<file path="src/rtl/hrcr_pkg.sv">
package hrcr_pkg;

  // default frame limits
  localparam int DEF_MAX_WIDTH  = 256;
  localparam int DEF_MAX_HEIGHT = 256;

  // field and register widths
  localparam int PIX_W      = 16;
  localparam int CFG_SIZE_W = 9;
  localparam int TH_W       = 48;
  localparam int CNT_W      = 15;
  localparam int CFG_DATA_W = 64;
  localparam int CFG_ADDR_W = 5;
  localparam int REG_IDX_W  = 2;
  localparam int CH_W       = 8;

  // register map, one 64-bit register every 8 bytes
  localparam logic [REG_IDX_W-1:0] REG_FRAME_WIDTH  = 2'd0;
  localparam logic [REG_IDX_W-1:0] REG_FRAME_HEIGHT = 2'd1;
  localparam logic [REG_IDX_W-1:0] REG_TOP_TH       = 2'd2;
  localparam logic [REG_IDX_W-1:0] REG_BOTTOM_TH    = 2'd3;

  // register reset values
  localparam logic [CFG_SIZE_W-1:0] RST_FRAME_WIDTH  = 9'd240;
  localparam logic [CFG_SIZE_W-1:0] RST_FRAME_HEIGHT = 9'd240;
  localparam logic [TH_W-1:0]       RST_TOP_TH       = 48'hFF55_FF50_2D0A;
  localparam logic [TH_W-1:0]       RST_BOTTOM_TH    = 48'hFF78_FF64_2305;

  // hue scale: 43 steps per sextant
  localparam logic [CH_W-1:0] HUE_STEP   = 8'd43;
  localparam logic [CH_W-1:0] HUE_R_BASE = 8'd0;
  localparam logic [CH_W-1:0] HUE_G_BASE = 8'd85;
  localparam logic [CH_W-1:0] HUE_B_BASE = 8'd171;
  localparam logic [CH_W:0]   HUE_WRAP   = 9'd180;

  localparam logic [CNT_W-1:0] COUNT_MAX = 15'h7FFF;

  // shared divider: 16-bit dividend, 8-bit divisor, 8-bit quotient
  localparam int DIV_NUM_W = 16;
  localparam int DIV_DEN_W = 8;
  localparam int DIV_Q_W   = 8;

  typedef struct packed {
    logic                 start;
    logic [DIV_NUM_W-1:0] num;
    logic [DIV_DEN_W-1:0] den;
  } div_req_t;

  typedef struct packed {
    logic               done;
    logic [DIV_Q_W-1:0] quo;
  } div_rsp_t;

endpackage

</file>
<file path="src/rtl/hsv_region_color_ratio_detector.sv">
// Color ratio detector over an RGB565 frame.
// Pixels arrive in raster order on the in_ channel (valid/ready), one beat per
// pixel. Even columns of even rows in the top half, and of rows at an even
// offset from height/2 in the bottom half, are converted to 8-bit HSV and
// checked against the top or bottom threshold set; hits are counted per half.
// On the last pixel of a frame one result beat leaves on the out_ channel with
// both hit counts and the helmet and vest flags; the counts then start over.
// A skipped pixel goes straight to the bookkeeping state. A sampled pixel runs
// the channel compare, then a hue pass and a saturation pass through the one
// bit-serial divider, each after its divider load, then the threshold check
// and bookkeeping; a pixel with max equal to min skips both divider passes.
// A new pixel is taken only once the last one is through; the result beat is
// loaded in the bookkeeping state of the last pixel of a frame.
// The result sits in an output register; while the receiver stalls, further
// pixels are still taken, and only a frame end waits for the register to free.
// Frame size and thresholds are written over the APB port and apply at once.
// Synchronous reset clears position, counts and the output valid, and loads
// the default registers (240x240 frame and the default thresholds).
module hsv_region_color_ratio_detector
  import hrcr_pkg::*;
#(
  parameter int MAX_WIDTH  = DEF_MAX_WIDTH,
  parameter int MAX_HEIGHT = DEF_MAX_HEIGHT
) (
  input  logic                  clk,
  input  logic                  rst_n,
  // pixel beats
  input  logic                  in_valid,
  output logic                  in_ready,
  input  logic [PIX_W-1:0]      in_pixel,
  // result beats
  output logic                  out_valid,
  input  logic                  out_ready,
  output logic                  out_helmet_present,
  output logic                  out_vest_present,
  output logic [CNT_W-1:0]      out_top_hits,
  output logic [CNT_W-1:0]      out_bottom_hits,
  // register port
  input  logic                  psel,
  input  logic                  penable,
  input  logic                  pwrite,
  input  logic [CFG_ADDR_W-1:0] paddr,
  input  logic [CFG_DATA_W-1:0] pwdata,
  output logic [CFG_DATA_W-1:0] prdata,
  output logic                  pready
);

  localparam int XW  = (MAX_WIDTH  > 2) ? $clog2(MAX_WIDTH)  : 1;
  localparam int YW  = (MAX_HEIGHT > 2) ? $clog2(MAX_HEIGHT) : 1;
  localparam int WWR = $clog2(MAX_WIDTH + 1);
  localparam int HWR = $clog2(MAX_HEIGHT + 1);
  localparam int CW  = (WWR > CFG_SIZE_W) ? WWR : CFG_SIZE_W;
  localparam int CH  = (HWR > CFG_SIZE_W) ? HWR : CFG_SIZE_W;
  localparam int PW  = (CW + CH > CNT_W + 5) ? CW + CH : CNT_W + 5;

  localparam logic [2:0] ST_IDLE  = 3'd0;
  localparam logic [2:0] ST_PREP  = 3'd1;
  localparam logic [2:0] ST_HGO   = 3'd2;
  localparam logic [2:0] ST_HWAIT = 3'd3;
  localparam logic [2:0] ST_SGO   = 3'd4;
  localparam logic [2:0] ST_SWAIT = 3'd5;
  localparam logic [2:0] ST_CMP   = 3'd6;
  localparam logic [2:0] ST_FIN   = 3'd7;

  // registers
  logic [CFG_SIZE_W-1:0] frame_width_r;
  logic [CFG_SIZE_W-1:0] frame_height_r;
  logic [TH_W-1:0]       top_th_r;
  logic [TH_W-1:0]       bot_th_r;

  logic                  cfg_wr;
  logic [REG_IDX_W-1:0]  cfg_idx;

  assign pready  = 1'b1;
  assign cfg_idx = paddr[CFG_ADDR_W-1 -: REG_IDX_W];
  assign cfg_wr  = psel && penable && pwrite;

  // register writes
  always_ff @(posedge clk) begin
    if (!rst_n) begin
      frame_width_r  <= RST_FRAME_WIDTH;
      frame_height_r <= RST_FRAME_HEIGHT;
      top_th_r       <= RST_TOP_TH;
      bot_th_r       <= RST_BOTTOM_TH;
    end else if (cfg_wr) begin
      unique case (cfg_idx)
        REG_FRAME_WIDTH:  frame_width_r  <= pwdata[CFG_SIZE_W-1:0];
        REG_FRAME_HEIGHT: frame_height_r <= pwdata[CFG_SIZE_W-1:0];
        REG_TOP_TH:       top_th_r       <= pwdata[TH_W-1:0];
        REG_BOTTOM_TH:    bot_th_r       <= pwdata[TH_W-1:0];
        default: ;
      endcase
    end
  end

  // register reads
  always_comb begin
    unique case (cfg_idx)
      REG_FRAME_WIDTH:  prdata = CFG_DATA_W'(frame_width_r);
      REG_FRAME_HEIGHT: prdata = CFG_DATA_W'(frame_height_r);
      REG_TOP_TH:       prdata = CFG_DATA_W'(top_th_r);
      REG_BOTTOM_TH:    prdata = CFG_DATA_W'(bot_th_r);
      default:          prdata = '0;
    endcase
  end

  // effective frame size, clamped into [1, max]
  logic [CW-1:0] fw_ext;
  logic [CH-1:0] fh_ext;
  logic [CW-1:0] eff_w;
  logic [CH-1:0] eff_h;
  logic [CH-1:0] half_h;

  assign fw_ext = CW'(frame_width_r);
  assign fh_ext = CH'(frame_height_r);
  assign eff_w  = (fw_ext == '0) ? CW'(1) :
                  (fw_ext > CW'(MAX_WIDTH)) ? CW'(MAX_WIDTH) : fw_ext;
  assign eff_h  = (fh_ext == '0) ? CH'(1) :
                  (fh_ext > CH'(MAX_HEIGHT)) ? CH'(MAX_HEIGHT) : fh_ext;
  assign half_h = eff_h >> 1;

  // half-frame pixel total, registered after the multiply
  logic [PW-1:0] total_r;

  always_ff @(posedge clk) begin
    total_r <= PW'((eff_w * eff_h) >> 1);
  end

  // sequencer
  logic [2:0]     state_r;
  logic [2:0]     state_nxt;
  logic           in_beat;
  logic           out_free;

  logic [XW-1:0]  x_r;
  logic [YW-1:0]  y_r;
  logic [CW-1:0]  x_inc;
  logic [CH-1:0]  y_inc;
  logic           row_end;
  logic           frame_end;
  logic           col_ok;
  logic           in_top;
  logic           smp_top;
  logic           smp_bot;

  logic [PIX_W-1:0] pix_r;
  logic             smp_top_r;
  logic             frame_end_r;

  div_req_t div_req;
  div_rsp_t div_rsp;

  logic           d_zero;

  assign in_ready = (state_r == ST_IDLE);
  assign in_beat  = in_valid && in_ready;
  assign out_free = !out_valid || out_ready;

  // position decode on the pixel being taken
  assign x_inc     = CW'(x_r) + CW'(1);
  assign y_inc     = CH'(y_r) + CH'(1);
  assign row_end   = x_inc >= eff_w;
  assign frame_end = row_end && (y_inc >= eff_h);
  assign col_ok    = !x_r[0] && (CW'(x_r) < eff_w) && (CH'(y_r) < eff_h);
  assign in_top    = CH'(y_r) < half_h;
  assign smp_top   = col_ok && in_top && !y_r[0];
  assign smp_bot   = col_ok && !in_top && (y_r[0] == half_h[0]);

  always_comb begin
    state_nxt = state_r;
    unique case (state_r)
      ST_IDLE:  if (in_valid) state_nxt = (smp_top || smp_bot) ? ST_PREP : ST_FIN;
      ST_PREP:  state_nxt = d_zero ? ST_CMP : ST_HGO;
      ST_HGO:   state_nxt = ST_HWAIT;
      ST_HWAIT: if (div_rsp.done) state_nxt = ST_SGO;
      ST_SGO:   state_nxt = ST_SWAIT;
      ST_SWAIT: if (div_rsp.done) state_nxt = ST_CMP;
      ST_CMP:   state_nxt = ST_FIN;
      ST_FIN:   if (!frame_end_r || out_free) state_nxt = ST_IDLE;
      default:  state_nxt = ST_IDLE;
    endcase
  end

  always_ff @(posedge clk) begin
    if (!rst_n) begin
      state_r <= ST_IDLE;
      x_r     <= '0;
      y_r     <= '0;
    end else begin
      state_r <= state_nxt;
      if (in_beat) begin
        x_r <= row_end ? '0 : XW'(x_inc);
        if (row_end) y_r <= frame_end ? '0 : YW'(y_inc);
      end
    end
  end

  // per-pixel payload
  always_ff @(posedge clk) begin
    if (in_beat) begin
      pix_r       <= in_pixel;
      smp_top_r   <= smp_top;
      frame_end_r <= frame_end;
    end
  end

  // channel widening and max/min
  logic [CH_W-1:0] red;
  logic [CH_W-1:0] grn;
  logic [CH_W-1:0] blu;
  logic [CH_W-1:0] mx;
  logic [CH_W-1:0] mn;
  logic [CH_W-1:0] dif_a;
  logic [CH_W-1:0] dif_b;
  logic [CH_W-1:0] base;
  logic            dif_neg;
  logic [CH_W-1:0] dif_abs;

  assign red = {pix_r[15:11], 3'b000};
  assign grn = {pix_r[10:5], 2'b00};
  assign blu = {pix_r[4:0], 3'b000};

  always_comb begin
    mx = (red > grn) ? ((red > blu) ? red : blu) : ((grn > blu) ? grn : blu);
    mn = (red < grn) ? ((red < blu) ? red : blu) : ((grn < blu) ? grn : blu);
    if (mx == red) begin
      dif_a = grn;
      dif_b = blu;
      base  = HUE_R_BASE;
    end else if (mx == grn) begin
      dif_a = blu;
      dif_b = red;
      base  = HUE_G_BASE;
    end else begin
      dif_a = red;
      dif_b = grn;
      base  = HUE_B_BASE;
    end
    dif_neg = dif_a < dif_b;
    dif_abs = dif_neg ? (dif_b - dif_a) : (dif_a - dif_b);
  end

  assign d_zero = (mx == mn);

  // hsv working registers
  logic [CH_W-1:0]      mx_r;
  logic [CH_W-1:0]      d_r;
  logic [CH_W-1:0]      base_r;
  logic                 neg_r;
  logic [DIV_NUM_W-1:0] hnum_r;
  logic [CH_W-1:0]      hue_r;
  logic [CH_W-1:0]      sat_r;
  logic [CH_W:0]        hue_sum;

  // signed hue offset; a result below zero is folded back by adding 180
  always_comb begin
    if (!neg_r) begin
      hue_sum = {1'b0, base_r} + {1'b0, div_rsp.quo};
    end else if (base_r < div_rsp.quo) begin
      hue_sum = HUE_WRAP + {1'b0, base_r} - {1'b0, div_rsp.quo};
    end else begin
      hue_sum = {1'b0, base_r} - {1'b0, div_rsp.quo};
    end
  end

  always_ff @(posedge clk) begin
    if (state_r == ST_PREP) begin
      mx_r   <= mx;
      d_r    <= mx - mn;
      base_r <= base;
      neg_r  <= dif_neg;
      hnum_r <= DIV_NUM_W'(dif_abs) * DIV_NUM_W'(HUE_STEP);
      if (d_zero) begin
        hue_r <= '0;
        sat_r <= '0;
      end
    end
    if (state_r == ST_HWAIT && div_rsp.done) hue_r <= hue_sum[CH_W-1:0];
    if (state_r == ST_SWAIT && div_rsp.done) sat_r <= div_rsp.quo;
  end

  // shared divider: hue offset first, then saturation as d*255/max
  assign div_req.start = (state_r == ST_HGO) || (state_r == ST_SGO);
  assign div_req.num   = (state_r == ST_SGO) ?
                         (DIV_NUM_W'({d_r, 8'h00}) - DIV_NUM_W'(d_r)) : hnum_r;
  assign div_req.den   = (state_r == ST_SGO) ? mx_r : d_r;

  hrcr_div u_div (
    .clk   (clk),
    .rst_n (rst_n),
    .req   (div_req),
    .rsp   (div_rsp)
  );

  // threshold window check
  logic [TH_W-1:0] th;
  logic            hit;

  assign th  = smp_top_r ? top_th_r : bot_th_r;
  assign hit = (hue_r >= th[7:0])   && (hue_r <= th[15:8]) &&
               (sat_r >= th[23:16]) && (sat_r <= th[31:24]) &&
               (mx_r  >= th[39:32]) && (mx_r  <= th[47:40]);

  // hit counters and result register
  logic [CNT_W-1:0] top_cnt_r;
  logic [CNT_W-1:0] bot_cnt_r;
  logic             out_valid_r;
  logic             helmet_r;
  logic             vest_r;
  logic [CNT_W-1:0] top_out_r;
  logic [CNT_W-1:0] bot_out_r;
  logic             load_out;
  logic [PW-1:0]    tc_ext;
  logic [PW-1:0]    bc_ext;
  logic             helmet;
  logic             vest;

  assign load_out = (state_r == ST_FIN) && frame_end_r && out_free;
  assign tc_ext   = PW'(top_cnt_r);
  assign bc_ext   = PW'(bot_cnt_r);
  assign helmet   = (total_r != '0) &&
                    (((tc_ext << 4) + (tc_ext << 2)) > total_r) &&
                    (((tc_ext << 2) + tc_ext) < total_r);
  assign vest     = (total_r != '0) && ((bc_ext << 2) > total_r);

  always_ff @(posedge clk) begin
    if (!rst_n) begin
      top_cnt_r   <= '0;
      bot_cnt_r   <= '0;
      out_valid_r <= 1'b0;
    end else begin
      if (state_r == ST_CMP && hit) begin
        if (smp_top_r && top_cnt_r != COUNT_MAX) top_cnt_r <= top_cnt_r + 1'b1;
        if (!smp_top_r && bot_cnt_r != COUNT_MAX) bot_cnt_r <= bot_cnt_r + 1'b1;
      end
      if (load_out) begin
        top_cnt_r   <= '0;
        bot_cnt_r   <= '0;
        out_valid_r <= 1'b1;
      end else if (out_ready) begin
        out_valid_r <= 1'b0;
      end
    end
  end

  always_ff @(posedge clk) begin
    if (load_out) begin
      helmet_r  <= helmet;
      vest_r    <= vest;
      top_out_r <= top_cnt_r;
      bot_out_r <= bot_cnt_r;
    end
  end

  assign out_valid          = out_valid_r;
  assign out_helmet_present = helmet_r;
  assign out_vest_present   = vest_r;
  assign out_top_hits       = top_out_r;
  assign out_bottom_hits    = bot_out_r;

endmodule

</file>
<file path="src/rtl/hrcr_div.sv">
module hrcr_div
  import hrcr_pkg::*;
(
  input  logic     clk,
  input  logic     rst_n,
  input  div_req_t req,
  output div_rsp_t rsp
);

  localparam int STEP_W = $clog2(DIV_Q_W);
  localparam logic [STEP_W-1:0] LAST_STEP = STEP_W'(DIV_Q_W - 1);

  logic                 busy_r;
  logic                 done_r;
  logic [STEP_W-1:0]    step_r;
  logic [DIV_DEN_W-1:0] rem_r;
  logic [DIV_DEN_W-1:0] den_r;
  logic [DIV_Q_W-1:0]   quo_r;

  logic [DIV_DEN_W:0]   trial;
  logic                 fits;

  // one restoring step: bring down the next dividend bit, subtract if it fits
  assign trial = {rem_r, quo_r[DIV_Q_W-1]};
  assign fits  = trial >= {1'b0, den_r};

  // sequencing
  always_ff @(posedge clk) begin
    if (!rst_n) begin
      busy_r <= 1'b0;
      done_r <= 1'b0;
      step_r <= '0;
    end else begin
      done_r <= 1'b0;
      if (req.start) begin
        busy_r <= 1'b1;
        step_r <= '0;
      end else if (busy_r) begin
        step_r <= step_r + 1'b1;
        if (step_r == LAST_STEP) begin
          busy_r <= 1'b0;
          done_r <= 1'b1;
        end
      end
    end
  end

  // datapath: quotient bits shift in where dividend bits shift out
  always_ff @(posedge clk) begin
    if (req.start) begin
      rem_r <= req.num[DIV_NUM_W-1 -: DIV_DEN_W];
      quo_r <= req.num[DIV_Q_W-1:0];
      den_r <= req.den;
    end else if (busy_r) begin
      rem_r <= fits ? DIV_DEN_W'(trial - {1'b0, den_r}) : trial[DIV_DEN_W-1:0];
      quo_r <= {quo_r[DIV_Q_W-2:0], fits};
    end
  end

  assign rsp.done = done_r;
  assign rsp.quo  = quo_r;

endmodule

</file>
<file path="config.mk">
export PLATFORM = sky130hd
export DESIGN_NAME = hsv_region_color_ratio_detector
export DESIGN_NICKNAME = d
export VERILOG_FILES = /design/src/rtl/hrcr_pkg.sv /design/src/rtl/hsv_region_color_ratio_detector.sv /design/src/rtl/hrcr_div.sv
export SDC_FILE = /design/constraint.sdc
export NUM_CORES = 1
export LEC_CHECK = 0
export BUFFER_PORTS_ARGS = -buffer_cell sky130_fd_sc_hd__buf_4
export CORE_ASPECT_RATIO = 0.8
export CORE_MARGIN = 5
export CORE_UTILIZATION = 45
export DETAILED_ROUTE_END_ITERATION = 7
export GPL_TIMING_DRIVEN = 1
export HOLD_SLACK_MARGIN = 0.05
export SLEW_MARGIN = 15
export SYNTH_ARGS = -nofsm -noshare
export SYNTH_HDL_FRONTEND = slang
export SYNTH_SLANG_ARGS = --single-unit
</file>
<file path="constraint.sdc">
create_clock -name clk -period 14.7 [get_ports clk]
set_input_delay 2.205 -clock clk [delete_from_list [all_inputs] [get_ports clk]]
set_output_delay 2.205 -clock clk [all_outputs]
set_load 0.01 [all_outputs]
</file>
# --- After elaboration in Yosys (flattened, before gate mapping) ---
# Index checks and enable logic that the tools add are counted.
word_totals:
  regBits: 315
  latch_bits: 0
  ramBits: 0
  rom_bits: 0
  inputBits: 92
  out_inout_bits: 99
  n_memories: 0
classes:
  add_sub_neg: 16
  multipliers: 2
  div_mod_pow: 0
  n_lt_le_gt_ge: 25
  n_eq_ne: 21
  n_shift: 0
  n_mux: 46
  bitwise_logic: 2
  reduce_logical: 59
ops:
  columns: ["operator", "count"]
  rows:
  - ["$pmux 64 s4", 1]
  - ["$mux 8", 26]
  - ["$lt 8x8->1", 6]
  - ["$mux 48", 1]
  - ["$sub 8x8->8", 6]
  - ["$mux 9", 4]
  - ["$add 15x1->15 const B", 2]
  - ["$ne 15x15->1 const B", 2]
  - ["$logic_and 1x1->1", 25]
  - ["$eq 8x8->1", 3]
  - ["$ge 8x8->1", 3]
  - ["$gt 8x8->1", 3]
  - ["$le 8x8->1", 3]
  - ["$pmux 3 s8", 1]
  - ["$add 19x17->20", 1]
  - ["$gt 20x17->1", 1]
  - ["$reduce_bool 20->1", 1]
  - ["$add 17x15->18", 1]
  - ["$add 8x1->9 const B", 2]
  - ["$ge 9x9->1", 2]
  - ["$gt 9x9->1 const B", 2]
  - ["$logic_not 9->1", 2]
  - ["$lt 18x17->1", 1]
  - ["$lt 8x9->1", 2]
  - ["29 further kinds", 70]

# --- Longest topological paths before layout ---
# Gate-level depths: netlist (run 1).
logic_depth:
  word_depth: 12
  mapped_depth: 39
  ltp_nobuf: 36

# --- Hierarchy ---
# Synthesis (run 1) repeated with hierarchy kept, for this count alone.
hier_totals:
  hier_cells: 2620
  area_unflattened_um2: 23481.3
modules_own_cells:
  columns: ["mod", "n_inst", "cells_per_inst", "area_each_um2", "seq_area_each_um2"]
  rows:
  - ["hsv_region_color_ratio_detector", 1, 2469, 21807.2, 6446.2]
  - ["hrcr_div", 1, 151, 1674.1, 820.8]

# --- Worst setup path after synthesis (run 1) ---
# OpenSTA, ideal clock, no wires.
synth_timing:
  path_type: "register to register"
  startpoint: "register pix_r[9]"
  endpoint: "register hnum_r[13], data pin"
  t_arrival_ns: 7.485
  path_slack_ns: 6.957
  path_stages_with_launch: 36
  n_path_buf: 3
  period_less_slack_ns: 7.743
  path_cell_list: "edfxtp_1 -> clkbuf_1 -> inv_1 -> ha_1 -> a21o_1 -> a221o_1 -> and4_1 -> a311oi_1 -> o21ai_1 -> o2111ai_1 -> clkbuf_1 -> a21oi_1 -> a21o_1 -> ha_1 -> clkbuf_1 -> nor2b_1 -> o21ai_1 -> a21boi_0 -> o21ai_0 -> nand2b_1 -> inv_2 -> mux2i_1 -> mux2_2 -> nor3b_1 -> ha_1 -> ha_1 -> fa_1 -> fa_1 -> a21oi_1 -> nor2_1 -> nor2_1 -> o21bai_1 -> a21oi_1 -> o21bai_1 -> a21oi_1 -> xnor2_1"
synth_between:
  elab_chain_cells: 9
synth_rtl:
  columns: ["item", "line_no", "text"]
  rows:
  - ["start: declaration", "hsv_region_color_ratio_detector.sv:146", "logic [PIX_W-1:0] pix_r;"]
  - ["start signal: assignment", "hsv_region_color_ratio_detector.sv:201", "pix_r <= in_pixel;"]
  - ["$gt 8x8->1", "hsv_region_color_ratio_detector.sv:224", "mx = (red > grn) ? ((red > blu) ? red : blu) : ((grn > blu) ? grn : blu);"]
  - ["$mux 8 (2 in series)", "hsv_region_color_ratio_detector.sv:224", null]
  - ["$eq 8x8->1", "hsv_region_color_ratio_detector.sv:230", "end else if (mx == grn) begin"]
  - ["$mux 8", "hsv_region_color_ratio_detector.sv:230", null]
  - ["$mux 8", "hsv_region_color_ratio_detector.sv:226", "if (mx == red) begin"]
  - ["$lt 8x8->1 *", "hsv_region_color_ratio_detector.sv:239", "dif_neg = dif_a < dif_b;"]
  - ["net dif_neg", "hsv_region_color_ratio_detector.sv:216", "logic dif_neg;"]
  - ["$mux 8 *", "hsv_region_color_ratio_detector.sv:240", "dif_abs = dif_neg ? (dif_b - dif_a) : (dif_a - dif_b);"]
  - ["$mul 8x6->14 *", "hsv_region_color_ratio_detector.sv:272", "hnum_r <= DIV_NUM_W'(dif_abs) * DIV_NUM_W'(HUE_STEP);"]
  - ["end signal: assignment", "hsv_region_color_ratio_detector.sv:272", null]
  - ["end: declaration", "hsv_region_color_ratio_detector.sv:250", "logic [DIV_NUM_W-1:0] hnum_r;"]
# The timed path passes the listed nets; every way through them passes the cells marked *.
# A chain may end at the register's enable or synchronous reset.

# --- Worst setup path after layout (run 1) ---
layout_timing:
  startpoint: "register pix_r[9]"
  endpoint: "register hnum_r[13], data pin"
layout_between:
  elab_chain_cells: 9
layout_rtl:
  columns: ["item", "line_no", "text"]
  rows:
  - ["$gt 8x8->1", "hsv_region_color_ratio_detector.sv:224", null]
  - ["$mux 8", "hsv_region_color_ratio_detector.sv:224", null]
  - ["$mux 8 *", "hsv_region_color_ratio_detector.sv:224", null]
  - ["net mx[2]", "hsv_region_color_ratio_detector.sv:211", "logic [CH_W-1:0] mx;"]
  - ["$eq 8x8->1", "hsv_region_color_ratio_detector.sv:230", null]
  - ["$mux 8", "hsv_region_color_ratio_detector.sv:230", null]
  - ["$mux 8", "hsv_region_color_ratio_detector.sv:226", null]
  - ["$lt 8x8->1 *", "hsv_region_color_ratio_detector.sv:239", null]
  - ["net dif_neg", "hsv_region_color_ratio_detector.sv:216", null]
  - ["$mux 8 *", "hsv_region_color_ratio_detector.sv:240", null]
  - ["$mul 8x6->14 *", "hsv_region_color_ratio_detector.sv:272", null]
# Marks and branches as above.

==> results of run 1 <==
[metal layers]
metal  part of all wire  up-vias
met5            0.00042        -
met4              0.021        4
met3              0.071       81
met2               0.41      576
met1               0.50     8878
li1                   -     9056
[flip-flops by register name, summed over array words and instances (netlist names), 9 cells and up]
register         count
bot_th_r            48
pix_r               16
total_r             17
hnum_r              12
bot_cnt_r           15
frame_width_r        9
fh_ext               9
out_bottom_hits     15
top_th_r            48
top_cnt_r           15
out_top_hits        15
[worst min-delay path, delay by kind of cell, from the launching register on]
| family | cells | cell delay, ps |
|---|---|---|
| DFF | 1 | 320 |
| AOI/OAI and AO/OA | 1 | 60 |
| and+or+nand+nor | 1 | 50 |
[kinds of logic after synthesis]
family / after synthesis
AO/OA/AOI/OAI: 472
multiplexers: 118
buffers and inverters: 330
flip-flops: 302
XOR/XNOR: 80
adder cells (fa/ha/maj): 344
other: 2
AND/OR/NAND/NOR: 899
[synthesized netlist by cell type, types with 65 or more instances]
library cell | instances | area share
nand2_1 | 394 | 0.065
ha_1 | 278 | 0.15
inv_1 | 200 | 0.033
dfxtp_1 | 186 | 0.16
nor2_1 | 138 | 0.023
edfxtp_1 | 116 | 0.15
nand3_1 | 105 | 0.023
a21oi_1 | 102 | 0.022
mux2i_1 | 101 | 0.045
clkbuf_1 | 84 | 0.014
nor2b_1 | 78 | 0.021
fa_1 | 66 | 0.058
a21boi_0 | 65 | 0.021
[final timing paths]
kind                      from  depth (start not counted)      endpoint
setup reg to reg      pix_r[9]                         31    hnum_r[13]
setup / recovery      pix_r[9]                         31    hnum_r[13]
hold reg to reg   top_th_r[39]                          2  top_th_r[39]
hold / removal    top_th_r[39]                          2  top_th_r[39]
[cell type report]
cell class	instances	area (µm²)	area share
clock buffer	52	1033	0.04055
inverter	202	758.2	0.02975
tap	675	844.6	0.03313
multi-input combinational	1930	14270	0.5597
sequential	302	7207	0.2827
clock inverter	12	125.1	0.004909
timing repair buffer	167	1254	0.04919
[metrics by stage]
stage / setup slack, ps / std cells / utilization / area (µm²) / hold slack [ps]
final: 5818 / 3340 / 0.5121 / 25490 / 478.2
after global routing: 5176 / 3340 / 0.5121 / 25490 / 505.1
after CTS: 5834 / 3340 / 0.5120 / 25480 / 480.8
after detailed placement: 5861 / 3276 / 0.4887 / 24330 / 472.2
after global placement: 6040 / 3276 / 0.4887 / 24330 / 465.0
after floorplan: 6957 / 2562 / - / 22770 / 432.3
==> impl_metrics.toml, run 1 <==
[global_routing]
busiest_layer = "met1"
antenna_found_initial = 3
grt-ovfl-total = 0
grt_pass1_wl_mm = 99.66
use_met3 = 0.03645
use_met1 = 0.3479
grt_pass1_vias = 18150
use_met2 = 0.3227
grt_max_degree = 79
grt_usage = 0.2231

[setup_path]
cp-end-kind = "register"
r2r_slack_ps = 5820
timing.critical_path.required_ps = 14990
crit_family = "adder cells"
critPathArrivalTime_ps = 9170
critical_path_class = "reg -> reg"
worstSetupStartpointType = "register"
worstPathMaxFanout = 30
slowest_delay_ps = 680
path_common_cell = "ha_1"
cp_slowest_cell = "nand2_1"
crit_buf_inv = 2

[drt]
wl_mm = 62.56
vias = 18600
drt_iter0_markers = 1305
drc = 0
routed_via_density = 5.567
first_pass_iters = 6
post_drt_wl_per_cell_um = 18.73
final_antenna_net_count = 0

[clock_network]
cts_hold_buf = 0
cts_buffers = 35
postCtsSetupBuffers = 0
insertion_delay_ps = 550
clockBufferDepth = 3
cts.sinks = 302
cts_resized = 0
cts-root-buf = "clkbuf_16"
cts.htree.levels = 2
cts_tree = "built"
clk_pin_slew_ps = 60

[floorplan]
core_um2 = 49780
die_w_um = 261.2
io-pin-count = 191
dieArea_um2 = 55090
num_rows = 73
start_util = 0.4563
die_h_um = 210.9

[job]
maxCapViolCount = 0

[place]
hpwl_mm = 46.86
io_buffer_count = 154
place.gp.congestion = 0.9258

[sta]
hold_viol = 0
grt_setup_unrepaired = "false"
finClkSkew_ps = 28.25
maxSlewHeadroom = 0.2430
drv_slew = 0
clock.fmax_mhz = 112.6
post-route-period-util = 0.6042
tightestPinTransition_ps = 1135
setup_tns_ps = 0
period_needed_ps = 8882
setup_viol_count_final = 0

[yosys]
syn_inst = 2547
synth.cell_area_um2 = 22710
synth-main-ff-cell = "dfxtp_1"
syn_area_per_cell_um2 = 8.917
yosysWarningCount = 0
synthAdderAreaFrac = 0.2113
synthSimpleGateAreaFrac = 0.1853
synth-compound-area-share = 0.1394
synthXorXnorAreaFrac = 0.03085
synth_edf_count = 116
synth_top_family_by_area = "adder cells"
async_flop_share = 0
synth-seq-cells = 302
synthMuxAreaShare = 0.05740
synth_cell_types = 70
ys_seq_area_frac = 0.3173

[hold_path]
hp-class = "reg -> reg"

[final_layout]
syn_to_final_growth_pct = 12.23
finalNetCount = 3074
drive_above_1_share = 0.1013
fill_cells = 4643
diodes = 0
most-common-layout-cells = "nand2_1 (394), ha_1 (278), inv_1 (200), dfxtp_1 (186), buf_4 (167)"
final_common_cell = "nand2_1"

[status]
outcome = "finished clean"
Power of run 1 is left out: the tool's default activity adds up to more than one toggle a clock period on the data nets, which glitch-free logic cannot reach.
==> run 2: changes to the inputs <==
- clock period: 14.7 -> 8.5 ns (I/O delays scaled with it)
==> impl_metrics.toml, run 2 (synthesis gave the netlist of run 1 again) <==
[drt]
post_drt_wl_per_cell_um = 18.75
drt_iter0_markers = 1449
routed_via_density = 5.543
wl_mm = 63.08
final_antenna_net_count = 0
drc = 0
vias = 18650
first_pass_iters = 6

[sta]
tightestPinTransition_ps = 1189
setup_viol_count_final = 0
hold_viol = 0
layout_setup_ws_ps = 623.1
finClkSkew_ps = 25.56
maxSlewHeadroom = 0.2076
drv_slew = 0
post-route-period-util = 0.9267
whs_ps = 475.9
period_needed_ps = 7877
clock.fmax_mhz = 127.0

[final_layout]
reg_top3 = "bot_th_r: 48 flops, top_th_r: 48 flops, total_r: 17 flops"
postLayoutCoreUtil = 0.5141
fin_area_um2 = 25590
fill_cells = 4685
finalNetCount = 3098
drive_above_1_share = 0.1101
most-common-layout-cells = "nand2_1 (394), ha_1 (278), inv_1 (199), buf_4 (190), dfxtp_1 (186)"
diodes = 0
syn_to_final_growth_pct = 12.68
final_common_cell = "nand2_1"

[setup_path]
slowest_delay_ps = 550
cp_slowest_cell = "fa_1"
critPathLaunch = "pix_r[9]"
crit_buf_inv = 4
worstPathMaxFanout = 22
crit_family = "compound AO/OA/AOI/OAI gates"
cp-end-kind = "register"
ff2ff_path_depth = 34
critical_path_class = "reg -> reg"
worstSetupStartpointType = "register"
timing.critical_path.required_ps = 8790
r2r_slack_ps = 620
rr_startpoint = "pix_r[9]"
critPathArrivalTime_ps = 8170
r2r_end = "hnum_r[13]"

[clock_network]
clockBufferDepth = 3
clk_pin_slew_ps = 70
cts.htree.levels = 2
cts.sinks = 302
insertion_delay_ps = 560
cts_hold_buf = 0
cts_tree = "built"
cts-root-buf = "clkbuf_16"
cts_buffers = 35

[floorplan]
num_rows = 73
dieArea_um2 = 55090
start_util = 0.4563
die_h_um = 210.9
core_um2 = 49780
io-pin-count = 191
die_w_um = 261.2

[place]
hpwl_mm = 47.32
place.gp.congestion = 0.9290
post-place-ws_ps = 355.4
io_buffer_count = 154
dpl_cell_area_um2 = 24420

[global_routing]
use_met2 = 0.3300
busiest_layer = "met1"
use_met1 = 0.3433
grt_usage = 0.2243
grt_max_degree = 79
grt_pass1_vias = 18180
grt_pass1_wl_mm = 100.0
grt-ovfl-total = 0
use_met3 = 0.04398
antenna_found_initial = 3

[job]
maxCapViolCount = 0

[status]
outcome = "finished clean"

[hold_path]
hold-path-cell-count = 2
min_from = "top_th_r[16]"
hold_end = "top_th_r[16]"
hp-class = "reg -> reg"
## run 2: cell count changes in the layout (fill, tap and decap cells not counted), moves of 2 or more
cell      previous run  this run
buf_4              167       190
clkinv_2             3         6
inv_6                0         3
clkbuf_1             9        11
clkbuf_8             5         1
## run 2: worst max path at each step
stage | end | cells after the start
after floorplan | hnum_r[13] | 35
after global placement | hnum_r[13] | 33
after detailed placement | hnum_r[13] | 34
after CTS | hnum_r[13] | 34
after global routing | hnum_r[13] | 38
final | hnum_r[13] | 34
## run 2: worst reg2reg max path, delay by kind of cell (launching register included)
family / cells / cell delay (ps)
simple gates: 6 / 940
buf+inv: 4 / 680
fa+ha+maj: 6 / 2230
compound gates: 14 / 2460
mux: 3 / 830
flops: 1 / 400
xor+xnor: 1 / 70
## run 2: layout make-up
class,count,area [µm²],area share
Clock buffer,50,968.4,0.03784
Clock inverter,14,95.09,0.003716
Multi-Input combinational cell,1930,14280,0.5580
Timing Repair Buffer,191,1438,0.05618
Sequential cell,302,7207,0.2816
Tap cell,675,844.6,0.03300
Inverter,202,758.2,0.02963
## run 2: through the flow
step / TNS [ps] / std cells
floorplan: 0 / 2562
global placement: 0 / 3288
detailed placement: 0 / 3288
CTS: 0 / 3352
global route: -18.29 / 3364
finish: 0 / 3364
## run 2: what timing repair did
item                       4_1_cts  5_1_grt
setup endpoints to repair        0        3
gates resized for setup          0        4
buffers inserted                 0       12
## run 2: per-layer routing
layer / share of wire / wire length [µm]
met1: 0.50 / 31290
met2: 0.42 / 26650
met3: 0.063 / 3996
met4: 0.017 / 1103
met5: 0.00073 / 46
Power of run 2 is left out for the same reason.
==> run 3: changes to the inputs <==
- MAX_ROUTING_LAYER: unset -> met4
- SYNTH_HIERARCHICAL: unset -> 1
==> impl_metrics.toml, run 3 <==
[yosys]
syn_area_per_cell_um2 = 8.962
synth_largest_area_cell = "dfxtp_1"
synth-seq-cells = 304
async_flop_share = 0
synth-main-ff-cell = "dfxtp_1"
ys_top_cells_by_count = "nand2_1 (403), ha_1 (282), inv_1 (201)"
synth_cell_types = 90
synth_area_leaders = "dfxtp_1 (16%), edfxtp_1 (15%), ha_1 (15%)"
syn_inst = 2620
synth.cell_area_um2 = 23480
synth_edf_count = 118
synth_top_area_frac = 0.1586
ys_seq_area_frac = 0.3095
yosys.cell_count.top_type = "nand2_1"
yosysWarningCount = 6

[drt]
drt_iter0_markers = 1322
vias = 19290
post_drt_wl_per_cell_um = 19.26
first_pass_iters = 5
routed_via_density = 5.576
drc = 0
wl_mm = 66.63
final_antenna_net_count = 0

[global_routing]
grt_usage = 0.2345
antenna_found_initial = 5
grt_pass1_wl_mm = 106.1
grt-ovfl-total = 0
grt_pass1_vias = 19330
grt_max_degree = 70

[final_layout]
final_common_cell = "nand2_1"
most-common-layout-cells = "nand2_1 (403), ha_1 (282), inv_1 (201), buf_4 (192), dfxtp_1 (186)"
stdcell_count = 3460
drive_above_1_share = 0.1270
finalNetCount = 3183
syn_to_final_growth_pct = 13.15
reg_top3 = "bot_th_r: 48 flops, top_th_r: 48 flops, total_r: 17 flops"
fin_area_um2 = 26570
postLayoutCoreUtil = 0.5170

[clock_network]
cts-root-buf = "clkbuf_16"
cts.sinks = 304
cts.htree.levels = 2
cts_hold_buf = 0
cts_buffers = 37
clk_pin_slew_ps = 60
insertion_delay_ps = 550
cts_tree = "built"
clockBufferDepth = 3

[floorplan]
core_um2 = 51390
start_util = 0.4570
num_rows = 74
die_h_um = 214.3
die_w_um = 265.4
io-pin-count = 191
dieArea_um2 = 56880

[power_and_ir_drop]
leakagePower_nw = 11.96
fin_total_pwr_mw = 12.67
ir_drop_uv = 1594
powerDensity_nw_per_um2 = 476.9

[sta]
maxSlewHeadroom = 0.3446
finClkSkew_ps = 19.68
hold_viol = 0
grt_setup_unrepaired = "false"
period_needed_ps = 8104
setup_viol_count_final = 0
tightestPinTransition_ps = 982.0
setup_tns_ps = 0
whs_ps = 473.2
post-route-period-util = 0.9534
layout_setup_ws_ps = 396.0
clock.fmax_mhz = 123.4
drv_slew = 0

[setup_path]
r2r_slack_ps = 400
worstPathMaxFanout = 10
cp_slowest_cell = "edfxtp_1"
critPathArrivalTime_ps = 8400
cp-end-kind = "register"
worstSetupStartpointType = "register"
r2r_end = "hnum_r[13]"
slowest_delay_ps = 540
rr_startpoint = "pix_r[12]"
critical_path_class = "reg -> reg"
path_common_cell = "ha_1"
ff2ff_path_depth = 33
timing.critical_path.required_ps = 8800

[status]
outcome = "finished clean"

[place]
io_buffer_count = 154
placed_cells = 3383
post-place-ws_ps = 298.6
hpwl_mm = 49.71
dpl_cell_area_um2 = 25210
place.gp.congestion = 0.9578

[job]
maxCapViolCount = 0

[hold_path]
hold_end = "bot_th_r[16]"
min_from = "bot_th_r[16]"
hp-class = "reg -> reg"
hold-path-cell-count = 2
-- run 3: final cells by class --
class / instances / area [µm²]
repair buffers: 192 / 1441
multi-input cells: 2004 / 14970
fillers: 4759 / 24820
clock inverters: 21 / 245.2
well taps: 684 / 855.8
inverters: 204 / 765.7
clock buffers: 47 / 1016
flip-flops and latches: 304 / 7267
diodes: 4 / 10.01
-- run 3: power by group --
group          total, mW  internal (mW)  switching [mW]
Clock               1.66           1.00           0.656
Sequential          2.51           2.31           0.209
Combinational       8.50           3.88            4.62
Total               12.7           7.19            5.48
-- run 3: cell families (layout without fill, tap and decap cells) --
logic type / after synthesis / after routing / share of synthesized area
and+or+nand+nor: 946 / 946 / 0.1896
AOI/OAI and AO/OA: 456 / 456 / 0.1323
adders and majority gates: 348 / 348 / 0.2065
buffers and inverters: 331 / 464 / 0.05957
DFF: 304 / 304 / 0.3095
muxes: 155 / 155 / 0.07311
xor gates and xnor gates: 78 / 78 / 0.02909
other: 2 / 25 / 0.0003198
-- run 3: metal layers --
| layer | part of all wire | GRT usage | vias up |
|---|---|---|---|
| li1 | - | - | 9396 |
| met1 | 0.48 | 0.3370 | 9270 |
| met2 | 0.43 | 0.3488 | 552 |
| met3 | 0.068 | 0.04405 | 75 |
| met4 | 0.015 | 0.04501 | 0 |
| met5 | 0 | - | - |
-- run 3: worst max-delay path by stage --
stage,start,to,slack (ps),depth (start not counted)
6_report,pix_r[12],hnum_r[13],400,33
5_1_grt,pix_r[10],hnum_r[13],50,34
4_1_cts,pix_r[14],hnum_r[13],240,33
3_5_place_dp,pix_r[14],hnum_r[13],300,33
3_3_place_gp,pix_r[14],hnum_r[13],320,33
2_1_floorplan,pix_r[7],hnum_r[13],820,34
-- run 3: timing repair --
item,4_1_cts,5_1_grt
setup buffers,0,5
gates resized for setup,0,12
endpoints found under the setup margin,0,2
-- run 3: worst max-delay path: cells and delay by family, from the launching register on --
kind	cells	cell delay, ps
fa+ha+maj	6	2020
buf+inv	3	340
compound gates	13	2350
mux	2	480
flops	1	540
simple gates	8	2040
xor+xnor	1	80
Power figures use the tool's default switching activity.
